<file path="src/crcdf_pkg.sv">
// Package for the CRC-16 frame deframer: parser states, result record,
// constants and the byte-wide CRC-16/CCITT-FALSE update. No dependencies.
package crcdf_pkg;

    localparam logic [7:0]  MAGIC_FIRST   = 8'hA5;
    localparam logic [7:0]  MAGIC_SECOND  = 8'h5A;
    localparam logic [15:0] CRC_SEED      = 16'hFFFF;
    localparam logic [15:0] CRC_POLY      = 16'h1021;
    localparam logic [15:0] LIMIT_RESET   = 16'd1024;

    typedef enum logic [3:0] {
        ST_MAGIC1  = 4'd0,
        ST_MAGIC2  = 4'd1,
        ST_NONCE_L = 4'd2,
        ST_NONCE_H = 4'd3,
        ST_LEN_L   = 4'd4,
        ST_LEN_H   = 4'd5,
        ST_TYPE    = 4'd6,
        ST_SEQ     = 4'd7,
        ST_PAYLOAD = 4'd8,
        ST_CRC_L   = 4'd9,
        ST_CRC_H   = 4'd10
    } parse_state_t;

    typedef enum logic {
        KIND_PAYLOAD = 1'b0,
        KIND_REPORT  = 1'b1
    } out_kind_t;

    typedef struct packed {
        logic        out_kind;
        logic [7:0]  out_byte;
        logic [15:0] frame_nonce;
        logic [7:0]  frame_type;
        logic [7:0]  frame_sequence;
        logic [15:0] frame_length;
        logic        crc_ok;
        logic        last;
    } result_t;

    // One byte of CRC-16/CCITT-FALSE, MSB first.
    function automatic logic [15:0] crc16_byte(input logic [15:0] crc, input logic [7:0] b);
        logic [15:0] c;
        c = crc ^ {b, 8'h00};
        for (int i = 0; i < 8; i++) begin
            if (c[15])
            begin
                c = {c[14:0], 1'b0} ^ CRC_POLY;
            end
            else
            begin
                c = {c[14:0], 1'b0};
            end
        end
        return c;
    endfunction

endpackage

</file>
<file path="src/crcdf_if.sv">
// Valid/ready channel interfaces for the deframer's byte input and result output.
// Depends on nothing; the top level and its users connect through these.
interface crcdf_in_if;
    logic       valid;
    logic       ready;
    logic [7:0] rx_byte;
    logic       resync;

    modport source (output valid, output rx_byte, output resync, input ready);
    modport sink   (input valid, input rx_byte, input resync, output ready);
endinterface

interface crcdf_out_if;
    logic        valid;
    logic        ready;
    logic        out_kind;
    logic [7:0]  out_byte;
    logic [15:0] frame_nonce;
    logic [7:0]  frame_type;
    logic [7:0]  frame_sequence;
    logic [15:0] frame_length;
    logic        crc_ok;
    logic        last;

    modport source (output valid, output out_kind, output out_byte, output frame_nonce,
                    output frame_type, output frame_sequence, output frame_length,
                    output crc_ok, output last, input ready);
    modport sink   (input valid, input out_kind, input out_byte, input frame_nonce,
                    input frame_type, input frame_sequence, input frame_length,
                    input crc_ok, input last, output ready);
endinterface

</file>
<file path="src/crc16_frame_deframer_core.sv">
// Top level of the CRC-16 frame deframer: input stage, parser, result register.
// Depends on crcdf_pkg, crcdf_in_if, crcdf_out_if and crcdf_parser.
//
// The deframer takes one received byte per item on the rx channel and hunts
// for the magic pair 0xA5 0x5A, then reads a little-endian nonce and length,
// a type byte, a sequence byte, the payload and a little-endian CRC. Each
// payload byte leaves on the res channel as a payload item carrying the
// current header fields; after the second CRC byte one report item (last
// high) tells whether the CRC-16/CCITT-FALSE over nonce through payload
// matched. A frame whose length exceeds payload_limit is dropped silently.
// Setting resync on an item sends the decoder back to hunting before that
// byte is looked at. The block accepts one item every clock cycle while its
// result register is free or being emptied; an item passes through an input
// register, the parser logic (state step and byte-wide CRC update) and, if it
// yields a result, a result register that presents it on res. A result waiting
// in the output register does not stop the input register from filling, and
// the whole path stalls only while both hold an item. Write payload_limit
// through cfg_wr_en/cfg_wr_data only while the block is idle; it resets to 1024.
module crc16_frame_deframer_core (
    input  logic          clk,
    input  logic          rst_n,
    crcdf_in_if.sink      rx,
    crcdf_out_if.source   res,
    input  logic          cfg_wr_en,
    input  logic [15:0]   cfg_wr_data
);

    logic        in_vld_reg;
    logic [7:0]  in_byte_reg;
    logic        in_resync_reg;
    logic        out_vld_reg;
    crcdf_pkg::result_t out_reg;
    logic [15:0] limit_reg;

    logic               advance;
    logic               step_valid;
    crcdf_pkg::result_t step_res;

    // The parser moves when the input stage holds an item and the result
    // register is free or being emptied this cycle.
    assign advance  = in_vld_reg && (!out_vld_reg || res.ready);
    assign rx.ready = !in_vld_reg || advance;

    always_ff @(posedge clk or negedge rst_n)
    begin
        if (!rst_n)
        begin
            limit_reg <= crcdf_pkg::LIMIT_RESET;
        end
        else if (cfg_wr_en)
        begin
            limit_reg <= cfg_wr_data;
        end
    end

    always_ff @(posedge clk or negedge rst_n)
    begin
        if (!rst_n)
        begin
            in_vld_reg <= 1'b0;
        end
        else if (rx.ready)
        begin
            in_vld_reg <= rx.valid;
        end
    end

    always_ff @(posedge clk)
    begin
        if (rx.ready && rx.valid)
        begin
            in_byte_reg   <= rx.rx_byte;
            in_resync_reg <= rx.resync;
        end
    end

    crcdf_parser u_parser (
        .clk           (clk),
        .rst_n         (rst_n),
        .step          (advance),
        .rx_byte       (in_byte_reg),
        .resync        (in_resync_reg),
        .payload_limit (limit_reg),
        .res_valid     (step_valid),
        .res           (step_res)
    );

    // Result register: loaded when a step produces a result, otherwise
    // emptied once the sink takes it.
    always_ff @(posedge clk or negedge rst_n)
    begin
        if (!rst_n)
        begin
            out_vld_reg <= 1'b0;
        end
        else if (advance)
        begin
            out_vld_reg <= step_valid;
        end
        else if (res.ready)
        begin
            out_vld_reg <= 1'b0;
        end
    end

    always_ff @(posedge clk)
    begin
        if (advance && step_valid)
        begin
            out_reg <= step_res;
        end
    end

    assign res.valid          = out_vld_reg;
    assign res.out_kind       = out_reg.out_kind;
    assign res.out_byte       = out_reg.out_byte;
    assign res.frame_nonce    = out_reg.frame_nonce;
    assign res.frame_type     = out_reg.frame_type;
    assign res.frame_sequence = out_reg.frame_sequence;
    assign res.frame_length   = out_reg.frame_length;
    assign res.crc_ok         = out_reg.crc_ok;
    assign res.last           = out_reg.last;

endmodule

</file>
<file path="src/crcdf_parser.sv">
// Frame parser state machine with header registers and running CRC.
// Depends on crcdf_pkg; advances by one byte whenever step is high.
module crcdf_parser (
    input  logic                clk,
    input  logic                rst_n,
    input  logic                step,
    input  logic [7:0]          rx_byte,
    input  logic                resync,
    input  logic [15:0]         payload_limit,
    output logic                res_valid,
    output crcdf_pkg::result_t  res
);

    crcdf_pkg::parse_state_t state_reg, state_next, cur_state;
    logic [15:0] nonce_reg, nonce_next;
    logic [15:0] length_reg, length_next;
    logic [7:0]  type_reg, type_next;
    logic [7:0]  sequence_reg, sequence_next;
    logic [15:0] count_reg, count_next;
    logic [15:0] crc_reg, crc_next;
    logic [7:0]  crc_low_reg, crc_low_next;

    logic [15:0] cur_count;
    logic [15:0] count_inc;
    logic [15:0] crc_upd;
    logic [15:0] full_length;

    // A resync request puts the decoder back into hunting before this byte.
    assign cur_state   = resync ? crcdf_pkg::ST_MAGIC1 : state_reg;
    assign cur_count   = resync ? 16'd0 : count_reg;
    assign count_inc   = cur_count + 16'd1;
    assign crc_upd     = crcdf_pkg::crc16_byte(crc_reg, rx_byte);
    assign full_length = {rx_byte, length_reg[7:0]};

    // Next state.
    always_comb
    begin
        case (cur_state)
            crcdf_pkg::ST_MAGIC1:
            begin
                state_next = (rx_byte == crcdf_pkg::MAGIC_FIRST) ?
                             crcdf_pkg::ST_MAGIC2 : crcdf_pkg::ST_MAGIC1;
            end
            crcdf_pkg::ST_MAGIC2:
            begin
                if (rx_byte == crcdf_pkg::MAGIC_SECOND)
                begin
                    state_next = crcdf_pkg::ST_NONCE_L;
                end
                else if (rx_byte == crcdf_pkg::MAGIC_FIRST)
                begin
                    state_next = crcdf_pkg::ST_MAGIC2;
                end
                else
                begin
                    state_next = crcdf_pkg::ST_MAGIC1;
                end
            end
            crcdf_pkg::ST_NONCE_L: state_next = crcdf_pkg::ST_NONCE_H;
            crcdf_pkg::ST_NONCE_H: state_next = crcdf_pkg::ST_LEN_L;
            crcdf_pkg::ST_LEN_L:   state_next = crcdf_pkg::ST_LEN_H;
            crcdf_pkg::ST_LEN_H:
            begin
                if (full_length > payload_limit)
                begin
                    // An oversized frame is dropped; its high length byte may
                    // itself be the start of the next magic pair.
                    state_next = (rx_byte == crcdf_pkg::MAGIC_FIRST) ?
                                 crcdf_pkg::ST_MAGIC2 : crcdf_pkg::ST_MAGIC1;
                end
                else
                begin
                    state_next = crcdf_pkg::ST_TYPE;
                end
            end
            crcdf_pkg::ST_TYPE: state_next = crcdf_pkg::ST_SEQ;
            crcdf_pkg::ST_SEQ:
            begin
                state_next = (length_reg == 16'd0) ?
                             crcdf_pkg::ST_CRC_L : crcdf_pkg::ST_PAYLOAD;
            end
            crcdf_pkg::ST_PAYLOAD:
            begin
                state_next = (count_inc == length_reg) ?
                             crcdf_pkg::ST_CRC_L : crcdf_pkg::ST_PAYLOAD;
            end
            crcdf_pkg::ST_CRC_L: state_next = crcdf_pkg::ST_CRC_H;
            crcdf_pkg::ST_CRC_H: state_next = crcdf_pkg::ST_MAGIC1;
            default:             state_next = crcdf_pkg::ST_MAGIC1;
        endcase
    end

    // Datapath registers and the result.
    always_comb
    begin
        nonce_next    = nonce_reg;
        length_next   = length_reg;
        type_next     = type_reg;
        sequence_next = sequence_reg;
        count_next    = cur_count;
        crc_next      = crc_reg;
        crc_low_next  = crc_low_reg;
        res_valid     = 1'b0;
        res.out_kind       = crcdf_pkg::KIND_PAYLOAD;
        res.out_byte       = 8'd0;
        res.frame_nonce    = nonce_reg;
        res.frame_type     = type_reg;
        res.frame_sequence = sequence_reg;
        res.frame_length   = length_reg;
        res.crc_ok         = 1'b0;
        res.last           = 1'b0;
        case (cur_state)
            crcdf_pkg::ST_MAGIC2:
            begin
                if (rx_byte == crcdf_pkg::MAGIC_SECOND)
                begin
                    crc_next = crcdf_pkg::CRC_SEED;
                end
            end
            crcdf_pkg::ST_NONCE_L:
            begin
                nonce_next = {8'd0, rx_byte};
                crc_next   = crc_upd;
            end
            crcdf_pkg::ST_NONCE_H:
            begin
                nonce_next = {rx_byte, nonce_reg[7:0]};
                crc_next   = crc_upd;
            end
            crcdf_pkg::ST_LEN_L:
            begin
                length_next = {8'd0, rx_byte};
                crc_next    = crc_upd;
            end
            crcdf_pkg::ST_LEN_H:
            begin
                length_next = full_length;
                crc_next    = crc_upd;
            end
            crcdf_pkg::ST_TYPE:
            begin
                type_next = rx_byte;
                crc_next  = crc_upd;
            end
            crcdf_pkg::ST_SEQ:
            begin
                sequence_next = rx_byte;
                crc_next      = crc_upd;
                count_next    = 16'd0;
            end
            crcdf_pkg::ST_PAYLOAD:
            begin
                crc_next     = crc_upd;
                count_next   = count_inc;
                res_valid    = 1'b1;
                res.out_byte = rx_byte;
            end
            crcdf_pkg::ST_CRC_L:
            begin
                crc_low_next = rx_byte;
            end
            crcdf_pkg::ST_CRC_H:
            begin
                count_next   = 16'd0;
                res_valid    = 1'b1;
                res.out_kind = crcdf_pkg::KIND_REPORT;
                res.crc_ok   = (crc_reg == {rx_byte, crc_low_reg});
                res.last     = 1'b1;
            end
            default:
            begin
                count_next = cur_count;
            end
        endcase
    end

    always_ff @(posedge clk or negedge rst_n)
    begin
        if (!rst_n)
        begin
            state_reg    <= crcdf_pkg::ST_MAGIC1;
            nonce_reg    <= 16'd0;
            length_reg   <= 16'd0;
            type_reg     <= 8'd0;
            sequence_reg <= 8'd0;
            count_reg    <= 16'd0;
            crc_reg      <= crcdf_pkg::CRC_SEED;
            crc_low_reg  <= 8'd0;
        end
        else if (step)
        begin
            state_reg    <= state_next;
            nonce_reg    <= nonce_next;
            length_reg   <= length_next;
            type_reg     <= type_next;
            sequence_reg <= sequence_next;
            count_reg    <= count_next;
            crc_reg      <= crc_next;
            crc_low_reg  <= crc_low_next;
        end
    end

endmodule

</file>
<file path="src/flat_wrapper.sv">
// flat-port wrapper written by rule: the top's interface ports become plain ports
module crc16_frame_deframer_core_flat 
  (clk, rst_n, cfg_wr_en, cfg_wr_data, rx_valid, rx_rx_byte, rx_resync, rx_ready, res_valid, res_out_kind, res_out_byte, res_frame_nonce, res_frame_type, res_frame_sequence, res_frame_length, res_crc_ok, res_last, res_ready);
  crcdf_in_if rx_i ();
  crcdf_out_if res_i ();
  input  logic clk;
  input  logic rst_n;
  input  logic cfg_wr_en;
  input  logic [15:0] cfg_wr_data;
  input wire logic [$bits(rx_i.valid)-1:0] rx_valid;
  input wire logic [$bits(rx_i.rx_byte)-1:0] rx_rx_byte;
  input wire logic [$bits(rx_i.resync)-1:0] rx_resync;
  output wire logic [$bits(rx_i.ready)-1:0] rx_ready;
  output wire logic [$bits(res_i.valid)-1:0] res_valid;
  output wire logic [$bits(res_i.out_kind)-1:0] res_out_kind;
  output wire logic [$bits(res_i.out_byte)-1:0] res_out_byte;
  output wire logic [$bits(res_i.frame_nonce)-1:0] res_frame_nonce;
  output wire logic [$bits(res_i.frame_type)-1:0] res_frame_type;
  output wire logic [$bits(res_i.frame_sequence)-1:0] res_frame_sequence;
  output wire logic [$bits(res_i.frame_length)-1:0] res_frame_length;
  output wire logic [$bits(res_i.crc_ok)-1:0] res_crc_ok;
  output wire logic [$bits(res_i.last)-1:0] res_last;
  input wire logic [$bits(res_i.ready)-1:0] res_ready;
  assign rx_i.valid = rx_valid;
  assign rx_i.rx_byte = rx_rx_byte;
  assign rx_i.resync = rx_resync;
  assign rx_ready = rx_i.ready;
  assign res_valid = res_i.valid;
  assign res_out_kind = res_i.out_kind;
  assign res_out_byte = res_i.out_byte;
  assign res_frame_nonce = res_i.frame_nonce;
  assign res_frame_type = res_i.frame_type;
  assign res_frame_sequence = res_i.frame_sequence;
  assign res_frame_length = res_i.frame_length;
  assign res_crc_ok = res_i.crc_ok;
  assign res_last = res_i.last;
  assign res_i.ready = res_ready;
  crc16_frame_deframer_core u_core (.clk(clk), .rst_n(rst_n), .rx(rx_i), .res(res_i), .cfg_wr_en(cfg_wr_en), .cfg_wr_data(cfg_wr_data));
endmodule
</file>
<file path="config.mk">
export PLATFORM = sky130hd
export DESIGN_NAME = crc16_frame_deframer_core_flat
export DESIGN_NICKNAME = d
export VERILOG_FILES = /design/src/crcdf_pkg.sv /design/src/crcdf_if.sv /design/src/crc16_frame_deframer_core.sv /design/src/crcdf_parser.sv /design/src/flat_wrapper.sv
export SDC_FILE = /design/constraint.sdc
export NUM_CORES = 1
export LEC_CHECK = 0
export BUFFER_PORTS_ARGS = -buffer_cell sky130_fd_sc_hd__clkbuf_2
export CORE_UTILIZATION = 40
export CTS_BUF_LIST = sky130_fd_sc_hd__clkbuf_4 sky130_fd_sc_hd__clkbuf_8
export DETAILED_ROUTE_END_ITERATION = 16
export PLACE_DENSITY = 0.61
export REMOVE_ABC_BUFFERS = 1
export SYNTH_ARGS = -nofsm -noshare
export SYNTH_HDL_FRONTEND = slang
export SYNTH_SLANG_ARGS = --single-unit
export TNS_END_PERCENT = 1
</file>
<file path="constraint.sdc">
create_clock -name clk -period 4 [get_ports clk]
set_input_delay 0.4 -clock clk [delete_from_list [all_inputs] [get_ports clk]]
set_output_delay 0.4 -clock clk [all_outputs]
set_load 0.01 [all_outputs]
</file>
==> results of run 1 <==
-- timing repair --
item / in CTS / in global routing
hold buffers: 1 / 0
hold endpoints to repair: 37 / 0
setup endpoints to repair: 0 / 0
-- per-layer routing --
layer	GRT usage	share of wire	vias to the layer above
met5	0	0	-
met4	0.0642	0.016	0
met1	0.265	0.47	2718
li1	-	-	2711
met2	0.285	0.47	164
met3	0.0302	0.044	31
-- critical path: cells and delay by family, from the launching register on --
kind,cells,cell delay [ps]
DFF,1,520
and+or+nand+nor,3,1250
AOI/OAI and AO/OA,4,1130
-- worst paths after layout --
check,from,endpoint,slack (ps),cells past startpoint
max,u_core.u_parser.state_reg[2],u_core.u_parser.state_reg[0],1020,7
min,rx_rx_byte[3],u_core.in_byte_reg[3],110,1
max reg2reg,u_core.u_parser.state_reg[2],u_core.u_parser.state_reg[0],1020,7
min reg2reg,u_core.u_parser.sequence_reg[3],u_core.res.frame_sequence[3],450,0
max in group asynchronous,rst_n,u_core.u_parser.length_reg[4],2570,3
min in group asynchronous,rst_n,u_core.u_parser.type_reg[1],480,2
-- power breakdown --
group | internal, W | switching, W | total [W] | leakage, nW
Combinational | 0.0000795 | 0.000139 | 0.000219 | 1.71
Sequential | 0.00190 | 0.0000304 | 0.00193 | 2.06
Clock | 0.000468 | 0.000714 | 0.00118 | 0.189
-- per-stage QoR --
step / instances / hold WS (ps) / TNS (ps) / utilization
floorplan: 662 / 104 / -4930 / -
global placement: 1033 / 425 / 0 / 0.442
detailed placement: 1033 / 427 / 0 / 0.442
CTS: 1066 / 86.3 / 0 / 0.461
global route: 1066 / 89.8 / 0 / 0.461
finish: 1066 / 108 / 0 / 0.461
-- kinds of logic (layout without fill, tap and decap cells) --
kind of cell / after synthesis / count (layout) / synth area share
simple gates: 217 / 217 / 0.139
buf+inv: 61 / 156 / 0.0317
flops: 177 / 177 / 0.583
compound gates: 135 / 135 / 0.104
xor+xnor: 50 / 50 / 0.0552
mux: 44 / 44 / 0.0601
fa+ha+maj: 17 / 17 / 0.0259
-- cells in the final DEF (no fill, tap or decap), types with 5 or more instances in the layout --
cell,count
sky130_fd_sc_hd__nand2_1,70
sky130_fd_sc_hd__xnor2_1,27
sky130_fd_sc_hd__nand2b_1,6
sky130_fd_sc_hd__a31oi_1,21
sky130_fd_sc_hd__a21oi_1,24
sky130_fd_sc_hd__buf_4,12
sky130_fd_sc_hd__mux2_2,42
sky130_fd_sc_hd__nand3_1,13
sky130_fd_sc_hd__and4_1,5
sky130_fd_sc_hd__ha_1,17
sky130_fd_sc_hd__inv_1,21
sky130_fd_sc_hd__nor4_1,10
sky130_fd_sc_hd__nor3_1,9
sky130_fd_sc_hd__dfrtp_1,93
sky130_fd_sc_hd__edfxtp_1,67
sky130_fd_sc_hd__xor2_1,22
sky130_fd_sc_hd__o21ai_0,46
sky130_fd_sc_hd__dfstp_2,17
sky130_fd_sc_hd__clkbuf_2,89
sky130_fd_sc_hd__nor2_1,46
sky130_fd_sc_hd__and3_1,13
sky130_fd_sc_hd__a22o_1,10
sky130_fd_sc_hd__nor2b_1,9
sky130_fd_sc_hd__clkbuf_8,17
sky130_fd_sc_hd__nand4_1,10
sky130_fd_sc_hd__o211ai_1,7
-- final cells by class --
class	instances	area, sq um
Clock buffer	18	241
Tap cell	270	338
Inverter	22	82.6
Timing Repair Buffer	102	546
Fill cell	1913	10900
Sequential cell	177	4790
Multi-Input combinational cell	463	3160
Clock inverter	14	140
==> results.md, run 1 <==
- In the post-synthesis netlist, the biggest area contributors are sky130_fd_sc_hd__dfrtp_1, sky130_fd_sc_hd__edfxtp_1, sky130_fd_sc_hd__mux2_2, sky130_fd_sc_hd__dfstp_2, sky130_fd_sc_hd__nand2_1.
- The number of setup buffers added after CTS is 0.
- For this design the ratio of total power to cell area is around 360 nW/um^2.
- Of the post-synthesis cell area, the dominant cell type holds 0.284.
- The worst setup path is captured at a flop.
- Walking the worst path, the cells encountered are nor4b_4 > nand4_2 > a2111oi_2 > nand4b_1 > a2111oi_2 > o2111ai_1 > o221ai_2.
- The routability congestion estimate is a little under 0.9.
- The run finished with clean final reports.
- The count of port buffers added during placement is 90.
- The first global-routing pass estimated 30200 um of wire.
- The remaining global-route overflow is 0.
- In this run, distinct cell masters in the synthesized netlist total 62.
- The worst-case IR drop observed on VDD is between 0.2 and 0.3 mV.
- After synthesis, the share of flip-flops with an asynchronous set or reset is 0.621.
- The initial antenna violation count is 0.
- The pre-antenna-repair detailed-routing pass consisted of 5 iterations.
- The level count of the clock H-tree is 4.
- The y dimension of the die is between 100 and 150 um.
- Of all nets on the critical path, the largest fanout is 13.
- The number of endpoints with negative hold slack in the final report is 0.
- The post-placement cell area is ~9000 sq um.
- The number of vias per cell is 5.28.
- In the final routed layout, each cell accounts on average for between 15 and 20 um.
- The measured slew at the worst slew-check pin is slightly above 800 ps.
- The number of design rule violations left after detail routing is 0.
- The number of global-route vias before repair is ~5300.
- The post-route antenna net violation count is 0.
- The number of pins exceeding their max-slew limit in the final report was 0.
- In this run the tightest slew margin relative to its limit is 0.451.
- The final layout net count is between 800 and 900.
- In this run the mean area of a mapped cell was ~12 sq um.
- The clock insertion delay at the later pin of the skew report is about 460 ps.
- The maximum number of buffers from clock root to sink is 2.
- The worst path needs 2980 ps of the cycle, external delays included.
- The final cycle utilization of the critical path is 0.745.
- The number of sinks handled by clock tree synthesis is roughly 180.
- The static leakage is about 4.0 nW.
- The critical setup path kind is reg -> reg.
- The post-synthesis sequential area ratio is 0.583.
- Summing all non-filler instances in the final layout gives an area of 9300 sq um.
- The number of warnings reported in the yosys synthesis log is 0.
- Setup repair after global routing left no endpoint under its margin.
- The largest single stage delay on the critical path is 620 ps.
- The I/O pin count is just over 90.
- Counting instances in the post-synthesis netlist gives the leading cell types as sky130_fd_sc_hd__dfrtp_1, sky130_fd_sc_hd__nand2_1, sky130_fd_sc_hd__edfxtp_1, sky130_fd_sc_hd__nor2_1, sky130_fd_sc_hd__o21ai_0.
- By instance count, the leading cell after synthesis is sky130_fd_sc_hd__dfrtp_1.
- Summed over all instances, the cell type with the most area after synthesis is sky130_fd_sc_hd__dfrtp_1.
- Max-cap violations in this run came to 0.
- The slowest stage of the critical path is the sky130_fd_sc_hd__nor4b_4 cell.
- The clock slew at the register clock pins of the worst setup and hold paths is around 100 ps.
- In this design, the critical path's most frequently occurring cell is sky130_fd_sc_hd__a2111oi_2.
- For the worst setup path, the data required time is roughly 4400 ps.
- In this run the clock root is driven by a sky130_fd_sc_hd__clkbuf_8.
- The number of setup violations in the final report is 0.
- TritonCTS built the clock tree.
- Relative to the synthesized area, the layout overhead comes to 13.3%.
- The half-perimeter wire length after placement is 12700 um.
- For this block, the initial DRC count from the detailed router was roughly 470.
- The cell count after synthesis is 701.
- The floorplan step defined a core boundary enclosing around 20000 sq um.
- The routed layout has 5624 vias.
- The floorplan step set the die width to between 100 and 150 um.
- The post-route total power is approximately 0.0033 W.
- The class of the worst hold path is in -> reg.
- The final wirelength is ~19000 um.
- The cell area after technology mapping is 8200 sq um.
- The combined global-route utilization of all metal layers is 0.185.
- The number of buffers created by CTS is 17.
- The number of register bits inferred by synthesis is 177.
- The number of enable flip-flop cells after synthesis is between 60 and 70.
- The worst path meets setup with about 1000 ps of slack.
- The maximum achievable frequency is roughly 0.34 GHz.
- The initial standard-cell utilization of the core is 0.407.
- The arrival time reported for the critical path endpoint is 3360 ps.
- The number of antenna diodes in the final layout is 0.
- In this run the core area contains 52 standard-cell rows.
- Gates resized during post-CTS repair numbered 0.
- The worst slack at placement is 1080 ps.
- The clock tree skew after final layout is approximately 11 ps.
- The largest net degree at the start of global routing is 59.
- In the final layout, the share of cells above drive strength 1 is 0.256.
- The predominant post-synthesis flop cell is sky130_fd_sc_hd__dfrtp_1.
- The full die area is between 20000 and 25000 sq um.
- STA classifies the critical path startpoint as a flop.
Power figures use the tool's default switching activity.
==> inputs of run 2 (changes only) <==
--- a/config.mk
+++ b/config.mk
@@ -5,11 +5,12 @@
 export SDC_FILE = /design/constraint.sdc
 export NUM_CORES = 1
 export LEC_CHECK = 0
+export ABC_AREA = 1
 export BUFFER_PORTS_ARGS = -buffer_cell sky130_fd_sc_hd__clkbuf_2
 export CORE_UTILIZATION = 40
 export CTS_BUF_LIST = sky130_fd_sc_hd__clkbuf_4 sky130_fd_sc_hd__clkbuf_8
 export DETAILED_ROUTE_END_ITERATION = 16
-export PLACE_DENSITY = 0.61
+export PLACE_DENSITY = 0.59
 export REMOVE_ABC_BUFFERS = 1
 export SYNTH_ARGS = -nofsm -noshare
 export SYNTH_HDL_FRONTEND = slang
==> constraint.sdc (replaced) <==
create_clock -name clk -period 2.9 [get_ports clk]
set_input_delay 0.29 -clock clk [delete_from_list [all_inputs] [get_ports clk]]
set_output_delay 0.29 -clock clk [all_outputs]
set_load 0.01 [all_outputs]
==> run 2 against run 1 <==
Effect of this change:
- sequential power grew 60%
- worst setup slack worse by 570 ps
- utilization increased by 1.6 points
- critical path type unchanged
- highest routed layer unchanged
==> results.md, run 2 <==
- The maximum fanout encountered on the critical timing path is 24.
- The required time at the endpoint of the critical path is ~3300 ps.
- For this design the total switching power over the nets is between 0.0015 and 0.002 W.
- The routed layout has approximately 6300 vias.
- In the routed layout, each cell is associated on average with a via count of 4.92.
- Of the total power, the share spent switching nets is 0.305.
- The number of distinct library cell variants in the gate-level netlist after synthesis is 44.
- CTS built an H-tree with a depth of 4.
- The number of warnings reported in the yosys synthesis log is 0.
- The static leakage is 4.33 nW.
- The number of endpoints with negative hold slack in the final report was 0.
- The region available for standard cell placement spans about 20000 sq um.
- Entering global routing, the biggest net connects between 60 and 70 pins.
- The clock passes through at most 2 buffers.
- In this run, CTS created clock tree buffers numbering 17.
- The run finished with clean final reports.
- STA classifies the critical path endpoint as a flop.
- The cell area after technology mapping is 8250 sq um.
- The cell area power density is around 600 nW/um^2.
- Relative to the synthesized area, the layout overhead comes to 16.9%.
- The half-perimeter wire length after placement is roughly 13000 um.
- The final cycle utilization of the critical path is 0.845.
- The arrival time reported for the critical path endpoint is 2870 ps.
- For this block, the initial DRC count from the detailed router was roughly 350.
- The maximum achievable frequency is between 0.4 and 0.5 GHz.
- The layout filler cell count is 1969.
- On the final layout, the worst hold slack is just under 30 ps.
- The number of register bits inferred by synthesis is between 150 and 200.
- The number of enable flip-flop cells after synthesis is 67.
- The cell count after synthesis is ~880.
- The post-synthesis sequential area ratio is 0.580.
- The y dimension of the die is around 150 um.
- Setup repair after global routing left no endpoint under its margin.
- Walking the worst path, the cells encountered are inv_8 > nand2_1 > inv_1 > ha_1 > nand4_2 > nor2_1 > nand4_1 > nand3_1 > nand2_1 > nor2_1 > nand2_1 > nor2_1 > nand2_1 > nand2_1 > nand2_1 > nand2_1.
- The share of total power dissipated in sequential elements is 0.521.
- The clock slew at the register clock pins of the worst setup and hold paths is roughly 100 ps.
- The fraction of power consumed by combinational cells is 0.168.
- The internal portion of total power is around 0.0041 W.
- Yosys attributes the largest share of cell area to sky130_fd_sc_hd__dfrtp_1, sky130_fd_sc_hd__edfxtp_1, sky130_fd_sc_hd__nand2_1, sky130_fd_sc_hd__o21ai_0, sky130_fd_sc_hd__dfstp_2.
- The pre-antenna-repair detailed-routing pass consisted of 5 iterations.
- Summing all placed instances gives a cell area of roughly 9000 sq um.
- Dividing the detail-routed wire length by the instance count gives ~15 um.
- The largest total area in the synthesized netlist belongs to sky130_fd_sc_hd__dfrtp_1.
- In the routed design, unresolved DRC markers number 0.
- The routability congestion estimate is ~0.87.
- The count of port buffers added during placement is 90.
- Leaving out fill and tap cells, the most frequent cell in the layout is sky130_fd_sc_hd__nand2_1.
- The fraction of final layout cells sized beyond drive strength 1 is 0.180.
- The share of synthesized area in the top cell type comes to 0.282.
- For this run, the post-layout net count is 1041.
- sky130_fd_sc_hd__nand2_1 is the most common cell in the netlist.
- The family with the most delay on the worst path is simple AND/OR/NAND/NOR gates.
- The detail route stage leaves a number of antenna-violating nets equal to 0.
- The number of buffers and inverters on the critical path is 2.
- The initial utilization of the core area, before any placement, comes to 0.408.
- The tightest slew margin relative to the limit is 0.444.
- Global routing finished with a remaining overflow of 0.
- The delay of the slowest cell on the worst path is 530 ps.
- The post-route total power is approximately 0.0059 W.
- The maximum resistive drop on vdd is about 0.37 mV.
- Max-cap violations in this run came to 0.
- Clock latency on the worst-skew pair, taken at its later pin, is roughly 480 ps.
- After floorplanning, the core was divided into 52 placement rows.
- Sorting the synthesized cells by how often they occur yields sky130_fd_sc_hd__nand2_1, sky130_fd_sc_hd__o21ai_0, sky130_fd_sc_hd__dfrtp_1, sky130_fd_sc_hd__inv_1, sky130_fd_sc_hd__nor2_1.
- The tree built by TritonCTS fans out to 177 sinks.
- The worst setup path is launched from a flop.
- The slowest stage of the critical path is the sky130_fd_sc_hd__edfxtp_1 cell.
- The critical path is of the reg -> reg type.
- The predominant post-synthesis flop cell is sky130_fd_sc_hd__dfrtp_1.
- The number of resized instances in the post-cts repair step is 0.
- The finished cells cover a little under 10000 sq um.
- The final wirelength is approximately 19000 um.
- The number of pins exceeding their max-slew limit in the final report is 0.
- The number of setup violations in the final report is 0.
- The class of the worst hold path is in -> reg.
- The x dimension of the die is approximately 150 um.
- Each instance of the synthesized netlist takes up on average around 9.4 sq um.
- The initial antenna violation count came to 0.
- Pin placement for this block handled approximately 90 I/O pins.
- The portion of total power attributed to the clock network is 0.312.
- The total inserted antenna cells is 0.
- The number of global-route vias before repair is roughly 6000.
- TritonCTS built the clock tree.
- The time the final worst path needs with I/O delays and setup is 2450 ps.
- The proportion of register bits with asynchronous set or reset after synthesis is 0.621.
- The global-route wire length before repair is 31200 um.
- The buffer type at the clock tree root is sky130_fd_sc_hd__clkbuf_8.
- The measured slew at the worst slew-check pin is approximately 830 ps.
- The clock arrives with approximately 12 ps of skew.
- The most frequent cell on the critical path is sky130_fd_sc_hd__nand2_1.
- In the layout the commonest cells are sky130_fd_sc_hd__nand2_1, sky130_fd_sc_hd__o21ai_0, sky130_fd_sc_hd__dfrtp_1.
- The combined global-route utilization of all metal layers is 0.190.
- The full die area is 21200 sq um.
[run 2: cell count changes in the layout (fill, tap and decap cells not counted), sizes merged, moves of 9 or more]
cell,delta
nand2,+153
inv,+62
o21ai,+59
nand3,+44
mux2,-41
nor2,+39
xor2,-18
dlygate4sd3,+16
and3,-13
a21oi,-12
a22o,-10
xnor2,-10
nor2b,-9
[run 2: what timing repair did]
action | CTS | global route
hold buffers | 17 | 0
buffers inserted | 0 | 2
hold endpoints to repair | 74 | 0
setup endpoints to repair | 0 | 1
[run 2: tightest hold or removal path, cell delays in order]
cell and delay, ps:
sky130_fd_sc_hd__clkbuf_2 70, sky130_fd_sc_hd__nand2_1 40, sky130_fd_sc_hd__o21ai_0 60
[run 2: area by class of cell]
class                   count  area, sq um  area share
clock inverters            14          200      0.0207
flip-flops and latches    177         4790       0.496
multi-input cells         592         3000       0.311
clock buffers              18          241      0.0250
well taps                 270          338      0.0350
repair buffers            118          743      0.0770
inverters                  88          340      0.0353
[run 2: per-stage QoR]
step | setup slack (ps) | setup TNS, ps | utilization | instances
after floorplan | -1030 | -59700 | - | 857
after global placement | 459 | 0 | 0.446 | 1226
after detailed placement | 366 | 0 | 0.446 | 1226
after CTS | 308 | 0 | 0.476 | 1275
after global routing | 143 | 0 | 0.477 | 1277
final | 449 | 0 | 0.477 | 1277
[run 2: worst paths after layout]
path                                               from                         endpoint  slack, ps  cells after the start
max                                u_core.in_resync_reg     u_core.u_parser.state_reg[0]        450                     16
min                                      cfg_wr_data[3]              u_core.limit_reg[3]         30                      3
max reg2reg                        u_core.in_resync_reg     u_core.u_parser.state_reg[0]        450                     16
min reg2reg                u_core.u_parser.nonce_reg[4]        u_core.res.frame_nonce[4]        460                      0
max in group asynchronous                         rst_n      u_core.u_parser.crc_reg[13]       1680                      3
min in group asynchronous                         rst_n  u_core.u_parser.sequence_reg[3]        430                      2
[run 2: logic make-up (layout without fill, tap and decap cells)]
family / after synthesis / after routing / share of synthesized area
XOR/XNOR: 21 / 21 / 0.0223
AND/OR/NAND/NOR: 408 / 408 / 0.219
buffers and inverters: 110 / 238 / 0.0575
flip-flops: 177 / 177 / 0.580
multiplexers: 1 / 1 / 0.00136
AO/OA/AOI/OAI: 145 / 145 / 0.0944
adder cells (fa/ha/maj): 17 / 17 / 0.0258
[run 2: power by group through the flow]
stage / Clock (W) / Combinational, W / Sequential [W]
after floorplan: 0 / 0.000735 / 0.00307
after global placement: 0 / 0.000958 / 0.00314
after detailed placement: 0 / 0.000974 / 0.00315
after CTS: 0.00190 / 0.000999 / 0.00310
after global routing: 0.00198 / 0.00115 / 0.00313
final: 0.00185 / 0.000996 / 0.00309
[run 2: routing by layer]
metal	wire [um]	track usage	vias up
met2	8710	0.295	145
met4	240	0.0563	0
met5	0	0	-
li1	-	-	3178
met3	857	0.0379	14
met1	9110	0.268	2952
